===== config.mk =====
export PLATFORM = sky130hd
export DESIGN_NAME = date_add_subtract_days_flat
export DESIGN_NICKNAME = d
export VERILOG_FILES = /design/src/hw/rtl/dasd_pkg.sv /design/src/hw/rtl/dasd_req_if.sv /design/src/hw/rtl/dasd_rsp_if.sv /design/src/hw/rtl/dasd_datapath.sv /design/src/hw/rtl/dasd_ctrl.sv /design/src/hw/rtl/date_add_subtract_days.sv /design/src/flat_wrapper.sv
export VERILOG_INCLUDE_DIRS = /design/src /design/src/hw/rtl
export SDC_FILE = /design/constraint.sdc
export NUM_CORES = 1
export LEC_CHECK = 0
export ABC_AREA = 1
export BUFFER_PORTS_ARGS = -buffer_cell sky130_fd_sc_hd__buf_4
export CAP_MARGIN = 30
export CORE_MARGIN = 3
export CORE_UTILIZATION = 35
export DETAILED_ROUTE_END_ITERATION = 6
export PLACE_DENSITY = 0.51
export SETUP_SLACK_MARGIN = 0.4
export SYNTH_ARGS = -nofsm -noshare
export SYNTH_HDL_FRONTEND = slang
export SYNTH_HIERARCHICAL = 1
export SYNTH_SLANG_ARGS = --single-unit

===== constraint.sdc =====
create_clock -name clk -period 7.5 [get_ports clk]
set_input_delay 0.75 -clock clk [delete_from_list [all_inputs] [get_ports clk]]
set_output_delay 0.75 -clock clk [all_outputs]
set_load 0.01 [all_outputs]

===== src/hw/rtl/assert_macros.svh =====
// assertion macros for the rtl files that check their own behavior
`ifndef ASSERT_MACROS_SVH
`define ASSERT_MACROS_SVH

// expression must hold at every clock edge outside reset
`define DASD_ASSERT(lbl, expr) \
	lbl: assert property (@(posedge clk) disable iff (!arst_n) (expr)) \
		else $error("dasd assertion failed");

// consequent must hold at the same edge as the antecedent
`define DASD_ASSERT_IMPL(lbl, ante, cons) \
	lbl: assert property (@(posedge clk) disable iff (!arst_n) (ante) |-> (cons)) \
		else $error("dasd assertion failed");

// consequent must hold at the next edge after the antecedent
`define DASD_ASSERT_NEXT(lbl, ante, cons) \
	lbl: assert property (@(posedge clk) disable iff (!arst_n) (ante) |=> (cons)) \
		else $error("dasd assertion failed");

`endif


===== src/hw/rtl/dasd_pkg.sv =====
// shared types, constants and calendar functions of the date offset block
package dasd_pkg;

	// defaults of the top level parameters
	localparam int YEAR_MAX_DEF    = 9999;
	localparam int OFFSET_BITS_DEF = 20;

	// fixed field widths
	localparam int DAY_W      = 5;
	localparam int MONTH_W    = 4;
	localparam int YEAR_IN_W  = 14;
	localparam int STATUS_W   = 2;
	localparam int YEAR_IN_MAX = (1 << YEAR_IN_W) - 1;

	// leap cycle of the gregorian calendar
	localparam int CYCLE_YEARS = 400;
	localparam int CYCLE_W     = 9;

	// status codes
	localparam logic [STATUS_W-1:0] STATUS_OK       = 2'd0;
	localparam logic [STATUS_W-1:0] STATUS_BAD_DATE = 2'd1;
	localparam logic [STATUS_W-1:0] STATUS_RANGE    = 2'd2;

	// month numbers
	localparam logic [MONTH_W-1:0] MONTH_JAN = 4'd1;
	localparam logic [MONTH_W-1:0] MONTH_FEB = 4'd2;
	localparam logic [MONTH_W-1:0] MONTH_APR = 4'd4;
	localparam logic [MONTH_W-1:0] MONTH_JUN = 4'd6;
	localparam logic [MONTH_W-1:0] MONTH_SEP = 4'd9;
	localparam logic [MONTH_W-1:0] MONTH_NOV = 4'd11;
	localparam logic [MONTH_W-1:0] MONTH_DEC = 4'd12;

	// controller states
	typedef enum logic [2:0] {
		ST_IDLE,
		ST_MOD,
		ST_CHECK,
		ST_DOY,
		ST_APPLY,
		ST_YEAR,
		ST_MONTH,
		ST_FINISH
	} state_t;

	// commands from controller to datapath
	typedef struct packed {
		logic load;
		logic mod_step;
		logic flag_invalid;
		logic doy_step;
		logic apply;
		logic year_step;
		logic flag_range;
		logic month_init;
		logic month_step;
		logic publish;
	} cmd_t;

	// status from datapath to controller
	typedef struct packed {
		logic mod_ge_cycle;
		logic date_bad;
		logic doy_more;
		logic year_more;
		logic year_err;
		logic month_more;
	} stat_t;

	// leap test on the year position within the 400 year cycle
	function automatic logic leap_of(input logic [CYCLE_W-1:0] c);
		return (c[1:0] == 2'd0) && (c != 9'd100) && (c != 9'd200) && (c != 9'd300);
	endfunction

	// days in a month, anything outside the short months counts 31
	function automatic logic [DAY_W-1:0] month_len(input logic [MONTH_W-1:0] m,
		input logic leap);
		logic [DAY_W-1:0] len;
		case (m) inside
			MONTH_FEB: len = leap ? 5'd29 : 5'd28;
			MONTH_APR, MONTH_JUN, MONTH_SEP, MONTH_NOV: len = 5'd30;
			default: len = 5'd31;
		endcase
		return len;
	endfunction

endpackage


===== src/hw/rtl/dasd_req_if.sv =====
// request channel: start date, offset and direction
interface dasd_req_if #(
	parameter int OFFSET_BITS = dasd_pkg::OFFSET_BITS_DEF
);
	logic                              valid;
	logic                              ready;
	logic                              req_type;
	logic [dasd_pkg::DAY_W-1:0]        start_day;
	logic [dasd_pkg::MONTH_W-1:0]      start_month;
	logic [dasd_pkg::YEAR_IN_W-1:0]    start_year;
	logic [OFFSET_BITS-1:0]            offset_days;

	modport source (
		output valid, req_type, start_day, start_month, start_year, offset_days,
		input  ready
	);

	modport sink (
		input  valid, req_type, start_day, start_month, start_year, offset_days,
		output ready
	);
endinterface


===== src/hw/rtl/dasd_rsp_if.sv =====
// response channel: resulting date and status
interface dasd_rsp_if;
	logic                              valid;
	logic                              ready;
	logic [dasd_pkg::DAY_W-1:0]        result_day;
	logic [dasd_pkg::MONTH_W-1:0]      result_month;
	logic [dasd_pkg::YEAR_IN_W-1:0]    result_year;
	logic [dasd_pkg::STATUS_W-1:0]     status;

	modport source (
		output valid, result_day, result_month, result_year, status,
		input  ready
	);

	modport sink (
		input  valid, result_day, result_month, result_year, status,
		output ready
	);
endinterface


===== src/hw/rtl/dasd_datapath.sv =====
// datapath: date registers, year and month walkers, result register
module dasd_datapath #(
	parameter int YEAR_MAX    = dasd_pkg::YEAR_MAX_DEF,
	parameter int OFFSET_BITS = dasd_pkg::OFFSET_BITS_DEF
) (
	input  logic                            clk,
	input  dasd_pkg::cmd_t                  cmd,
	output dasd_pkg::stat_t                 stat,
	input  logic                            req_type,
	input  logic [dasd_pkg::DAY_W-1:0]      start_day,
	input  logic [dasd_pkg::MONTH_W-1:0]    start_month,
	input  logic [dasd_pkg::YEAR_IN_W-1:0]  start_year,
	input  logic [OFFSET_BITS-1:0]          offset_days,
	output logic [dasd_pkg::DAY_W-1:0]      result_day,
	output logic [dasd_pkg::MONTH_W-1:0]    result_month,
	output logic [dasd_pkg::YEAR_IN_W-1:0]  result_year,
	output logic [dasd_pkg::STATUS_W-1:0]   status
);
	localparam int YEAR_CAP = (YEAR_MAX > dasd_pkg::YEAR_IN_MAX) ? YEAR_MAX
		: dasd_pkg::YEAR_IN_MAX;
	localparam int YW = $clog2(YEAR_CAP + 1);
	localparam int TW = OFFSET_BITS + 2;
	localparam int MW = dasd_pkg::YEAR_IN_W;

	localparam logic [YW-1:0] YEAR_LAST  = YW'(YEAR_MAX);
	localparam logic [MW-1:0] CYCLE      = MW'(dasd_pkg::CYCLE_YEARS);
	localparam logic [MW-1:0] CYCLE_LAST = MW'(dasd_pkg::CYCLE_YEARS - 1);

	// captured request
	logic                             sub_q;
	logic [dasd_pkg::DAY_W-1:0]       sday_q;
	logic [dasd_pkg::MONTH_W-1:0]     smon_q;
	logic [dasd_pkg::YEAR_IN_W-1:0]   syear_q;
	logic [OFFSET_BITS-1:0]           off_q;

	// working state
	logic [YW-1:0]                    ry_q;
	logic [MW-1:0]                    mod_q;
	logic signed [TW-1:0]             t_q;
	logic [dasd_pkg::MONTH_W-1:0]     mo_q;
	logic [dasd_pkg::STATUS_W-1:0]    st_q;

	// result register
	logic [dasd_pkg::DAY_W-1:0]       res_day_q;
	logic [dasd_pkg::MONTH_W-1:0]     res_mon_q;
	logic [dasd_pkg::YEAR_IN_W-1:0]   res_year_q;
	logic [dasd_pkg::STATUS_W-1:0]    res_st_q;

	logic [MW-1:0]                    mod_inc;
	logic [MW-1:0]                    mod_dec;
	logic                             leap_cur;
	logic                             leap_prev;
	logic signed [TW-1:0]             ylen_cur;
	logic signed [TW-1:0]             ylen_prev;
	logic [dasd_pkg::DAY_W-1:0]       mlen_cur;
	logic signed [TW-1:0]             mlen_t;
	logic [dasd_pkg::DAY_W-1:0]       slen;

	// cycle position neighbors and leap flags
	assign mod_inc   = (mod_q == CYCLE_LAST) ? '0 : mod_q + MW'(1);
	assign mod_dec   = (mod_q == '0) ? CYCLE_LAST : mod_q - MW'(1);
	assign leap_cur  = dasd_pkg::leap_of(mod_q[dasd_pkg::CYCLE_W-1:0]);
	assign leap_prev = dasd_pkg::leap_of(mod_dec[dasd_pkg::CYCLE_W-1:0]);
	assign ylen_cur  = leap_cur ? TW'(366) : TW'(365);
	assign ylen_prev = leap_prev ? TW'(366) : TW'(365);
	assign mlen_cur  = dasd_pkg::month_len(mo_q, leap_cur);
	assign mlen_t    = TW'(mlen_cur);
	assign slen      = dasd_pkg::month_len(smon_q, leap_cur);

	// status toward the controller
	always_comb begin
		stat.mod_ge_cycle = (mod_q >= CYCLE);
		stat.date_bad     = (smon_q < dasd_pkg::MONTH_JAN) || (smon_q > dasd_pkg::MONTH_DEC)
			|| (YW'(syear_q) > YEAR_LAST) || (sday_q == '0) || (sday_q > slen);
		stat.doy_more     = (mo_q < smon_q);
		stat.year_more    = sub_q ? (t_q < 0) : (t_q >= ylen_cur);
		stat.year_err     = stat.year_more && (sub_q ? (ry_q == '0) : (ry_q == YEAR_LAST));
		stat.month_more   = (mo_q < dasd_pkg::MONTH_DEC) && (t_q >= mlen_t);
	end

	// working registers
	always_ff @(posedge clk) begin
		if (cmd.load) begin
			sub_q   <= req_type;
			sday_q  <= start_day;
			smon_q  <= start_month;
			syear_q <= start_year;
			off_q   <= offset_days;
			ry_q    <= YW'(start_year);
			mod_q   <= start_year;
			mo_q    <= dasd_pkg::MONTH_JAN;
			t_q     <= TW'(start_day) - TW'(1);
			st_q    <= dasd_pkg::STATUS_OK;
		end
		// reduce the start year to its place in the leap cycle
		if (cmd.mod_step) begin
			mod_q <= mod_q - CYCLE;
		end
		if (cmd.flag_invalid) begin
			st_q <= dasd_pkg::STATUS_BAD_DATE;
		end
		if (cmd.flag_range) begin
			st_q <= dasd_pkg::STATUS_RANGE;
		end
		// day of year of the start date
		if (cmd.doy_step) begin
			t_q  <= t_q + mlen_t;
			mo_q <= mo_q + dasd_pkg::MONTH_W'(1);
		end
		// move the day index by the offset
		if (cmd.apply) begin
			if (sub_q) begin
				t_q <= t_q - $signed({2'b00, off_q});
			end else begin
				t_q <= t_q + $signed({2'b00, off_q});
			end
		end
		// one whole year per beat of the walk
		if (cmd.year_step) begin
			if (sub_q) begin
				t_q   <= t_q + ylen_prev;
				ry_q  <= ry_q - YW'(1);
				mod_q <= mod_dec;
			end else begin
				t_q   <= t_q - ylen_cur;
				ry_q  <= ry_q + YW'(1);
				mod_q <= mod_inc;
			end
		end
		if (cmd.month_init) begin
			mo_q <= dasd_pkg::MONTH_JAN;
		end
		// one month per step within the result year
		if (cmd.month_step) begin
			t_q  <= t_q - mlen_t;
			mo_q <= mo_q + dasd_pkg::MONTH_W'(1);
		end
		// result register, echoing the start date on failure
		if (cmd.publish) begin
			res_st_q <= st_q;
			if (st_q == dasd_pkg::STATUS_OK) begin
				res_day_q  <= t_q[dasd_pkg::DAY_W-1:0] + dasd_pkg::DAY_W'(1);
				res_mon_q  <= mo_q;
				res_year_q <= ry_q[dasd_pkg::YEAR_IN_W-1:0];
			end else begin
				res_day_q  <= sday_q;
				res_mon_q  <= smon_q;
				res_year_q <= syear_q;
			end
		end
	end

	assign result_day   = res_day_q;
	assign result_month = res_mon_q;
	assign result_year  = res_year_q;
	assign status       = res_st_q;
endmodule


===== src/hw/rtl/dasd_ctrl.sv =====
// controller: sequences the datapath and owns both handshakes
module dasd_ctrl (
	input  logic            clk,
	input  logic            arst_n,
	input  logic            in_valid,
	output logic            in_ready,
	output logic            out_valid,
	input  logic            out_ready,
	input  dasd_pkg::stat_t stat,
	output dasd_pkg::cmd_t  cmd
);
	dasd_pkg::state_t state_q;
	dasd_pkg::state_t state_d;
	logic             out_valid_q;
	logic             out_free;

	assign out_free  = !out_valid_q || out_ready;
	assign in_ready  = (state_q == dasd_pkg::ST_IDLE);
	assign out_valid = out_valid_q;

	// next state
	always_comb begin
		state_d = state_q;
		unique case (state_q)
			dasd_pkg::ST_IDLE: begin
				if (in_valid) state_d = dasd_pkg::ST_MOD;
			end
			dasd_pkg::ST_MOD: begin
				if (!stat.mod_ge_cycle) state_d = dasd_pkg::ST_CHECK;
			end
			dasd_pkg::ST_CHECK: begin
				state_d = stat.date_bad ? dasd_pkg::ST_FINISH : dasd_pkg::ST_DOY;
			end
			dasd_pkg::ST_DOY: begin
				if (!stat.doy_more) state_d = dasd_pkg::ST_APPLY;
			end
			dasd_pkg::ST_APPLY: begin
				state_d = dasd_pkg::ST_YEAR;
			end
			dasd_pkg::ST_YEAR: begin
				if (stat.year_err) state_d = dasd_pkg::ST_FINISH;
				else if (!stat.year_more) state_d = dasd_pkg::ST_MONTH;
			end
			dasd_pkg::ST_MONTH: begin
				if (!stat.month_more) state_d = dasd_pkg::ST_FINISH;
			end
			dasd_pkg::ST_FINISH: begin
				if (out_free) state_d = dasd_pkg::ST_IDLE;
			end
			default: state_d = dasd_pkg::ST_IDLE;
		endcase
	end

	// datapath commands
	always_comb begin
		cmd = '0;
		unique case (state_q)
			dasd_pkg::ST_IDLE:   cmd.load = in_valid;
			dasd_pkg::ST_MOD:    cmd.mod_step = stat.mod_ge_cycle;
			dasd_pkg::ST_CHECK:  cmd.flag_invalid = stat.date_bad;
			dasd_pkg::ST_DOY:    cmd.doy_step = stat.doy_more;
			dasd_pkg::ST_APPLY:  cmd.apply = 1'b1;
			dasd_pkg::ST_YEAR: begin
				cmd.flag_range = stat.year_err;
				cmd.year_step  = stat.year_more && !stat.year_err;
				cmd.month_init = !stat.year_more;
			end
			dasd_pkg::ST_MONTH:  cmd.month_step = stat.month_more;
			dasd_pkg::ST_FINISH: cmd.publish = out_free;
			default: cmd = '0;
		endcase
	end

	// state and result valid flops
	always_ff @(posedge clk or negedge arst_n) begin
		if (!arst_n) begin
			state_q     <= dasd_pkg::ST_IDLE;
			out_valid_q <= 1'b0;
		end else begin
			state_q <= state_d;
			if (cmd.publish) out_valid_q <= 1'b1;
			else if (out_ready) out_valid_q <= 1'b0;
		end
	end
endmodule


===== src/hw/rtl/date_add_subtract_days.sv =====
// top level: gregorian date plus or minus a number of days
//
// Each request beat carries a start date, a day offset and a direction; one response beat
// returns the resulting date with a status (ok, invalid start date, result outside year 0 to
// YEAR_MAX, the last two echoing the start date). One request is worked at a time: the controller
// reduces the start year to its place in the 400 year leap cycle, checks the start date, counts
// its day of year, applies the offset, then walks the years, one whole year per cycle, and the
// months of the result year. A finished result sits in an output register, and the next request
// is taken while it waits to be read.
`include "assert_macros.svh"

module date_add_subtract_days #(
	parameter int YEAR_MAX    = dasd_pkg::YEAR_MAX_DEF,
	parameter int OFFSET_BITS = dasd_pkg::OFFSET_BITS_DEF
) (
	input logic         clk,
	input logic         arst_n,
	dasd_req_if.sink    req,
	dasd_rsp_if.source  rsp
);
	dasd_pkg::cmd_t  cmd;
	dasd_pkg::stat_t stat;
	logic            rsp_ok;
	logic            month_legal;

	// sequencing and handshakes
	dasd_ctrl u_ctrl (
		.clk       (clk),
		.arst_n    (arst_n),
		.in_valid  (req.valid),
		.in_ready  (req.ready),
		.out_valid (rsp.valid),
		.out_ready (rsp.ready),
		.stat      (stat),
		.cmd       (cmd)
	);

	// date arithmetic and result register
	dasd_datapath #(
		.YEAR_MAX    (YEAR_MAX),
		.OFFSET_BITS (OFFSET_BITS)
	) u_datapath (
		.clk          (clk),
		.cmd          (cmd),
		.stat         (stat),
		.req_type     (req.req_type),
		.start_day    (req.start_day),
		.start_month  (req.start_month),
		.start_year   (req.start_year),
		.offset_days  (req.offset_days),
		.result_day   (rsp.result_day),
		.result_month (rsp.result_month),
		.result_year  (rsp.result_year),
		.status       (rsp.status)
	);

	// helpers for the checks below
	assign rsp_ok      = rsp.valid && (rsp.status == dasd_pkg::STATUS_OK);
	assign month_legal = (rsp.result_month >= dasd_pkg::MONTH_JAN)
		&& (rsp.result_month <= dasd_pkg::MONTH_DEC);

	// a request beat closes the request side until its result is published
	`DASD_ASSERT_NEXT(a_busy_after_accept, req.valid && req.ready, !req.ready)
	// a good result names a real month and a day in it
	`DASD_ASSERT_IMPL(a_ok_date_sane, rsp_ok, month_legal && (rsp.result_day != '0))
	// february never goes past the leap day
	`DASD_ASSERT_IMPL(a_feb_bound, rsp_ok && rsp.result_month == dasd_pkg::MONTH_FEB, rsp.result_day <= 5'd29)
	// status never carries the unused code
	`DASD_ASSERT(a_status_code, !rsp.valid || rsp.status <= dasd_pkg::STATUS_RANGE)
endmodule

===== src/flat_wrapper.sv =====
// flat-port wrapper written by rule: the top's interface ports become plain ports
module date_add_subtract_days_flat 
#(
	parameter int YEAR_MAX    = dasd_pkg::YEAR_MAX_DEF,
	parameter int OFFSET_BITS = dasd_pkg::OFFSET_BITS_DEF
)
  (clk, arst_n, req_valid, req_req_type, req_start_day, req_start_month, req_start_year, req_offset_days, req_ready, rsp_valid, rsp_result_day, rsp_result_month, rsp_result_year, rsp_status, rsp_ready);
  dasd_req_if #(.OFFSET_BITS(OFFSET_BITS)) req_i ();
  dasd_rsp_if rsp_i ();
  input logic clk;
  input logic arst_n;
  input wire logic [$bits(req_i.valid)-1:0] req_valid;
  input wire logic [$bits(req_i.req_type)-1:0] req_req_type;
  input wire logic [$bits(req_i.start_day)-1:0] req_start_day;
  input wire logic [$bits(req_i.start_month)-1:0] req_start_month;
  input wire logic [$bits(req_i.start_year)-1:0] req_start_year;
  input wire logic [$bits(req_i.offset_days)-1:0] req_offset_days;
  output wire logic [$bits(req_i.ready)-1:0] req_ready;
  output wire logic [$bits(rsp_i.valid)-1:0] rsp_valid;
  output wire logic [$bits(rsp_i.result_day)-1:0] rsp_result_day;
  output wire logic [$bits(rsp_i.result_month)-1:0] rsp_result_month;
  output wire logic [$bits(rsp_i.result_year)-1:0] rsp_result_year;
  output wire logic [$bits(rsp_i.status)-1:0] rsp_status;
  input wire logic [$bits(rsp_i.ready)-1:0] rsp_ready;
  assign req_i.valid = req_valid;
  assign req_i.req_type = req_req_type;
  assign req_i.start_day = req_start_day;
  assign req_i.start_month = req_start_month;
  assign req_i.start_year = req_start_year;
  assign req_i.offset_days = req_offset_days;
  assign req_ready = req_i.ready;
  assign rsp_valid = rsp_i.valid;
  assign rsp_result_day = rsp_i.result_day;
  assign rsp_result_month = rsp_i.result_month;
  assign rsp_result_year = rsp_i.result_year;
  assign rsp_status = rsp_i.status;
  assign rsp_i.ready = rsp_ready;
  date_add_subtract_days #(.YEAR_MAX(YEAR_MAX), .OFFSET_BITS(OFFSET_BITS)) u_core (.clk(clk), .arst_n(arst_n), .req(req_i), .rsp(rsp_i));
endmodule

Word level (Yosys, flattened, before mapping)
Cells that the tools add are included.
- register bits: 129
- input port bits: 48
- output and inout bits: 27
- logic and storage cells: 156
- $add $sub $neg: 14
- magnitude comparators: 10
- equal/unequal tests: 31
- mux-type cells: 52
- reductions and logical operators: 33
- operator list (cell ; number):
    $mux W22 ; 7
    $mux W14 ; 9
    $add A14 B1 Y14 const B ; 2
    $logic_not A14 Y1 ; 2
    $sub A14 B1 Y14 const B ; 2
    $mux W3 ; 9
    $pmux W3 S8 ; 1
    $add A22 B10 Y22 ; 1
    $add A22 B21 Y22 ; 1
    $add A22 B6 Y22 ; 1
    $ge A22 B10 Y1 ; 1
    $ge A22 B6 Y1 ; 1
    $lt A22 B1 Y1 const B ; 1
    $sub A22 B10 Y22 ; 1
    $sub A22 B21 Y22 ; 1
    $sub A22 B6 Y22 ; 1
    $mux W4 ; 5
    $ne A9 B7 Y1 const B ; 2
    $ne A9 B8 Y1 const B ; 2
    $ne A9 B9 Y1 const B ; 2
    $eq A4 B3 Y1 const B ; 4
    $eq A4 B4 Y1 const B ; 4
    $eq A14 B14 Y1 const B ; 1
    $eq A14 B9 Y1 const B ; 1
    other kinds (32) ; 78

Logic depth before layout (Yosys ltp)
Gate-level depths: netlist of the first run.
- word-level depth: 13
- mapped depth: 29
- depth with buffers taken out: 29

Modules after synthesis
Netlist of the first run, hierarchy kept.
- by module, submodules not included (module ; instances ; cells an instance ; area each (um^2) ; seq. area each (um^2)):
    dasd_datapath ; 1 ; 1685 ; 11529.8 ; 3733.6
    dasd_ctrl ; 1 ; 71 ; 459.2 ; 100.1

Least setup slack after synthesis of the first run
OpenSTA, ideal clock, no wires.
- path kind: input-to-reg
- start point: in req_valid
- end point: reg u_core.u_datapath.t_q[0], enable pin
- library setup time: 0.383 ns
- arrival: 4.971 ns
- required time: 7.117 ns
- path slack: 2.146 ns
- cell stages on the path: 4
- buffers on the path: 0
- cells stage by stage: inv_1 nor3_1 nor2_1 nand3_1
- RTL lines (element ; line ; text):
    start, declared ; flat_wrapper.sv:12 ; input wire logic [$bits(req_i.valid)-1:0] req_valid;
    end signal, assigned ; dasd_datapath.sv:92 ; t_q <= TW'(start_day) - TW'(1);
    end signal, assigned ; dasd_datapath.sv:107 ; t_q <= t_q + mlen_t;
    end signal, assigned ; dasd_datapath.sv:113 ; t_q <= t_q - $signed({2'b00, off_q});
    end, declared ; dasd_datapath.sv:39 ; logic signed [TW-1:0] t_q;

==> impl_metrics.ini, run 1 <==
[logic_synthesis]
yosysWarnings = 6
yosysMostFrequentCell = nand2_1
ys_seq_area_share_pct = 32.0
syn_area_sq_um = 12000
synth_largest_area_cell = edfxtp_1
synth_area_per_cell_sq_um = 6.83
syn_nets = 1876
synth_commonest_cells = 508 x nand2_1, 203 x inv_1, 183 x nand3_1
synth-edff-count = 123
synth-seq-cells = 129
synth_area_leaders = edfxtp_1 31%, nand2_1 16%, nand3_1 7.6%, ha_1 6.9%, inv_1 6.4%
synthArstFlopShare_pct = 3.10
synth_top_area_share_pct = 30.8
ys_types = 52
synthCells = 1756
synth_flop_cell = edfxtp_1

[final_layout]
nets = 1929
antenna_cells = 0
areaGrowthSynthToFinish_pct = 12.8
drive_above_1_share_pct = 8.95
final_cells = 2270
fillers = 3522

[die]
pin_count = 75
fp.dieH_microns = 191
rows = 67
core-area_sq_um = 33600
die_w_microns = 191
dieArea_sq_um = 36500
start_util_pct = 35.7

[worst_setup_path]
crit_path_end_kind = flop
startpoint_type = flop
crit_fanout = 45
arrival_ns = 5.53
reg2reg_depth = 21
ff2ff_setup_slack_ns = 2.04
worstReg2RegStart = u_core/u_datapath/mod_q[4]
crit_type = flop to flop
cp.required_ns = 7.57
r2r_end = u_core/u_datapath/ry_q[9]

[sta]
period_share_pct = 72.8
finalMaxSlewViolations = 0
setup_violations = 0
tns_ns = 0
finalCriticalPeriod_ns = 5.46
finalHoldViolCount = 0
finalClockSkew_ns = 0.0124
slew-limit-headroom_pct = 36.7
rsz0062_at_grt = no
max_slew.worst_pin.slew_ns = 0.949
clock.fmax_mhz = 183

[power]
p_per_area_nw_per_um2 = 417
ir_worst_vdd_v = 0.000218
p_leak_nw = 6.18

[worst_hold_path]
hp-class = input port to async pin

[routing]
dr_total_vias = 11900
via_per_inst = 5.24
drt-initial-drc-count = 969
ant_nets = 0
drt_wl_total_microns = 39500
wl_per_cell_microns = 17.4
drtPass1Iterations = 6
route.detailed.drc = 0

[grt]
grt_pass1_vias = 11100
grt_max_degree = 48
antenna_found_initial = 0
grt_pass1_wl_microns = 61200
grt_usage_pct = 21.8
gr-total-overflow = 0

[clock_network]
root_buffer = clkbuf_16
clk_pin_slew_ns = 0.06
numClockSinks = 129
insertion_delay_ns = 0.44
clk_path_buf_depth = 2
holdBufCountCts = 0
ctsResizeCount = 0
cts_made_buffers = 17
h-tree-depth = 4
postCtsSetupRepairBufs = 0
tritoncts = yes

[flow_run]
cap_violations = 0

[outcome]
status = finished, final reports clean

[placed_design]
dp_hpwl_microns = 30300
place_congestion = 0.895
numPortBuffers = 74
placed_cells = 2238
-- layout by cell type (no fill, tap or decap), drive strengths merged, types with 43 or more instances in the layout --
cell type and instances:
nor2 190, ha 66, edfxtp 123, buf 87, nand3 185, o21ai 116, inv 213, a21oi 100
xor2 43, nand2 518
-- worst max-delay path by stage --
stage                     cells after the start                         end  slack [ns]                        from
after floorplan                               4    u_core/u_datapath/t_q[0]        2.15                   req_valid
after global placement                       21  u_core/u_datapath/ry_q[12]        2.21  u_core/u_datapath/mod_q[4]
after detailed placement                     21  u_core/u_datapath/ry_q[13]        2.08  u_core/u_datapath/mod_q[4]
after CTS                                    21   u_core/u_datapath/ry_q[9]        2.05  u_core/u_datapath/mod_q[4]
after global routing                         21   u_core/u_datapath/ry_q[9]        1.58  u_core/u_datapath/mod_q[4]
final                                        21   u_core/u_datapath/ry_q[9]        2.04  u_core/u_datapath/mod_q[4]
-- layout make-up --
class	instances	area [sq um]	share of cell area (%)
Multi-Input combinational cell	1361	7080	52.4
Clock buffer	17	425	3.15
Sequential cell	129	3830	28.3
Inverter	213	800	5.91
Timing Repair Buffer	87	673	4.98
Tap cell	448	561	4.14
Clock inverter	15	151	1.12
-- kinds of logic after synthesis --
family | Yosys count | share of synthesized area [%]
AOI/OAI and AO/OA | 265 | 12.0
buffers and inverters | 266 | 9.05
and+or+nand+nor | 965 | 34.8
muxes | 1 | 0.0939
DFF | 129 | 32.0
xor gates and xnor gates | 58 | 4.24
adders and majority gates | 72 | 7.89
-- report_power, final --
part	total, mW	internal (mW)	switching [mW]
Clock	0.836	0.466	0.370
Sequential	1.54	1.15	0.389
Combinational	3.27	1.06	2.21
Total	5.64	2.67	2.97
-- sequential cells by signal (all words and copies together) (netlist names), 3 cells and up --
register	cells
u_core/u_datapath/syear_q	14
u_core/u_datapath/ry_q	14
u_core/u_datapath/sday_q	5
u_core/u_datapath/result_year	14
u_core/u_datapath/off_q	20
u_core/u_datapath/result_month	4
u_core/u_datapath/t_q	22
u_core/u_datapath/mo_q	4
u_core/u_datapath/mod_q	14
u_core/u_ctrl/state_q	3
u_core/u_datapath/smon_q	4
u_core/u_datapath/result_day	5
-- layer usage --
metal  vias up  GRT usage (%)  part of all wire [%]
met5         -              0                     0
li1       5956              -                     -
met3        50           4.88                   7.2
met2       390           33.5                    43
met1      5492           30.8                    48
met4         0           5.98                   2.0
-- critical path: stages, from the launching register on --
cell and delay, ns:
edfxtp_1 0.46, clkinv_1 0.28, ha_1 0.32, inv_1 0.10, nor4_1 0.05, o21ai_0 0.16
nand2_1 0.06, or2_2 0.35, ha_1 0.26, fa_1 0.41, nor2_1 0.19, nand2_1 0.08
nand2_1 0.09, nand2_1 0.13, nand3_1 0.15, o211ai_1 0.09, nand3_1 0.22, nand2_1 0.13
nor2_4 0.27, buf_4 0.55, nor2_1 0.19, inv_1 0.50
-- per-stage QoR --
stage	hold WS [ns]	setup slack (ns)	util, %	total power, mW	cell area, sq um
2_1_floorplan	0.432	2.15	-	3.81	12000
3_3_place_gp	0.469	2.21	38.4	4.75	12900
3_5_place_dp	0.473	2.08	38.5	4.76	12900
4_1_cts	0.0833	2.05	40.2	5.62	13500
5_1_grt	0.0793	1.58	40.2	6.16	13500
6_report	0.104	2.04	40.2	5.64	13500
No activity file was read; power rests on OpenSTA's default activity.
==> inputs of run 2 (changes only) <==
--- a/config.mk
+++ b/config.mk
@@ -12,7 +12,7 @@
 export CORE_MARGIN = 3
 export CORE_UTILIZATION = 35
 export DETAILED_ROUTE_END_ITERATION = 6
-export PLACE_DENSITY = 0.51
+export PLACE_DENSITY = 0.53
 export SETUP_SLACK_MARGIN = 0.4
 export SYNTH_ARGS = -nofsm -noshare
 export SYNTH_HDL_FRONTEND = slang
==> constraint.sdc (replaced) <==
create_clock -name clk -period 4.9 [get_ports clk]
set_input_delay 0.49 -clock clk [delete_from_list [all_inputs] [get_ports clk]]
set_output_delay 0.49 -clock clk [all_outputs]
set_load 0.01 [all_outputs]
==> run 2 against run 1 <==
The flow now finishes with violations (DRC). Combinational power is 61% higher. Critical endpoint is now u_core/u_datapath/mod_q[8]. Highest routed layer unchanged. Maximum frequency is 32% higher. Cell area rose by 1.6%.
==> impl_metrics.ini, run 2 (same netlist as run 1, synthesis figures left out) <==
[die]
core-area_sq_um = 33600
fp.dieH_microns = 191
start_util_pct = 35.7
die_w_microns = 191
dieArea_sq_um = 36500
rows = 67
pin_count = 75

[final_layout]
nets = 1949
max_flop_register = u_core/u_datapath/t_q
largest_reg_flops = 22
multi_input_area_sq_um = 7140
reg_top3 = u_core/u_datapath/t_q: 22 flops, u_core/u_datapath/off_q: 20 flops
fillers = 3538
fin_area_sq_um = 13700
regArea_sq_um = 3830
layout_common_cells = 507 x nand2_1, 201 x inv_1, 181 x nand3_1, 167 x nor2_1, 123 x edfxtp_1
areaGrowthSynthToFinish_pct = 14.6
antenna_cells = 0
mostFrequentLayoutCell = nand2_1
drive_above_1_share_pct = 10.7

[outcome]
violations = DRC
status = complete, but fails checks

[placed_design]
dpl-instance-area_sq_um = 13100
numPortBuffers = 74
dp_hpwl_microns = 30700
place_congestion = 0.917

[power]
p_leak_nw = 6.30
ir_worst_vdd_v = 0.000303
p_per_area_nw_per_um2 = 639

[grt]
antenna_found_initial = 0
grt_usage_pct = 22.2
gr-total-overflow = 0
grt_pass1_vias = 11300
grt_max_degree = 46
grt_pass1_wl_microns = 62500

[sta]
finalMaxSlewViolations = 0
max_slew.worst_pin.slew_ns = 0.766
finalClockSkew_ns = 0.0142
slew-limit-headroom_pct = 48.7
finalHoldViolCount = 0
tns_ns = 0
clock.fmax_mhz = 241
finalCriticalPeriod_ns = 4.15
rsz0062_at_grt = yes
setup_violations = 0
period_share_pct = 84.7

[worst_setup_path]
path_depth = 24
arrival_ns = 4.35
cp.required_ns = 5.09
slowest_stage = nor2_2
startpoint_type = flop
max_stage_delay_ns = 0.48
crit_path_end_kind = flop
path_cells = inv_2, ha_1, inv_1, nor4_1, o21ai_0, nand2_1, or2_4, ha_2, fa_1, nor2_2, nand2_1, nand2_1, nand2_1, nand3_1, o211ai_1, nand3_2, nand2_1, inv_1, inv_1, nand2_1, nor2_4, nor2_2, nand2_1, buf_4
crit_fanout = 13
path_buf_inv = 5
crit_family = simple AND/OR/NAND/NOR gates
crit_top_cell = nand2_1
reg2reg_depth = 24
crit_type = flop to flop

[clock_network]
clk_pin_slew_ns = 0.07
tritoncts = yes
clk_path_buf_depth = 2
insertion_delay_ns = 0.45
cts_made_buffers = 17
h-tree-depth = 4
root_buffer = clkbuf_16
numClockSinks = 129

[routing]
ant_nets = 0
dr_total_vias = 12100
via_per_inst = 5.26
drt-initial-drc-count = 1091
drt_wl_total_microns = 39800
wl_per_cell_microns = 17.4
route.detailed.drc = 2
drtPass1Iterations = 7

[worst_hold_path]
min_path_cells = 1
hp-class = input port to flop

[flow_run]
cap_violations = 0
## run 2: cell count changes in the layout (fill, tap and decap cells not counted), moves of 2 or more
cell      change
buf_4        +16
buf_6         +2
clkinv_1      -4
clkinv_2      +2
clkinv_4      -3
inv_2         +3
inv_6         +3
nand3_1       -2
nor2_1        -5
nor2_2        +3
nor2_4        +2
## run 2: per-layer routing
layer | global-route usage [%] | vias up | share of wire, %
met5 | 0 | - | 0
met4 | 5.42 | 0 | 1.6
met3 | 3.41 | 37 | 6.6
met2 | 34.1 | 412 | 43
met1 | 32.5 | 5610 | 49
li1 | - | 5991 | -
## run 2: cell type report
cell class / instances / share of cell area [%]
multi-input cells: 1361 / 52.0
well taps: 448 / 4.08
repair buffers: 107 / 6.07
flip-flops and latches: 129 / 27.9
inverters: 213 / 5.85
clock buffers: 17 / 3.10
clock inverters: 15 / 1.02
## run 2: worst paths after layout
kind / from / end / slack, ns
setup / recovery: u_core/u_datapath/mod_q[5] / u_core/u_datapath/mod_q[8] / 0.75
hold / removal: req_offset_days[19] / u_core/u_datapath/off_q[19] / 0.21
setup reg to reg: u_core/u_datapath/mod_q[5] / u_core/u_datapath/mod_q[8] / 0.75
hold reg to reg: u_core/u_datapath/st_q[1] / u_core/u_datapath/status[1] / 0.49
max in group asynchronous: arst_n / u_core/u_ctrl/state_q[2] / 4.43
min in group asynchronous: arst_n / u_core/u_ctrl/out_valid / 0.38
## run 2: per-stage QoR
| stage | util (%) | hold WS, ns | std cells | setup slack (ns) | power [mW] |
|---|---|---|---|---|---|
| 2_1_floorplan | - | 0.194 | 1756 | 0.563 | 5.83 |
| 3_3_place_gp | 38.9 | 0.289 | 2253 | 0.270 | 7.33 |
| 3_5_place_dp | 38.9 | 0.288 | 2253 | 0.164 | 7.36 |
| 4_1_cts | 40.7 | 0.188 | 2287 | 0.410 | 8.70 |
| 5_1_grt | 40.9 | 0.184 | 2290 | 0.375 | 9.59 |
| 6_report | 40.9 | 0.210 | 2290 | 0.748 | 8.78 |
## run 2: power by group
part,total [mW],internal [mW],switching (mW)
Clock,1.26,0.672,0.590
Sequential,2.25,1.75,0.495
Combinational,5.26,1.73,3.53
Total,8.78,4.16,4.62
## run 2: what timing repair did
action | CTS | global route
setup endpoints to repair | 86 | 108
hold endpoints to repair | 4 | 0
setup buffers | 1 | 3
pin swaps | 0 | 2
hold buffers | 1 | 0
gates resized for setup | 6 | 18
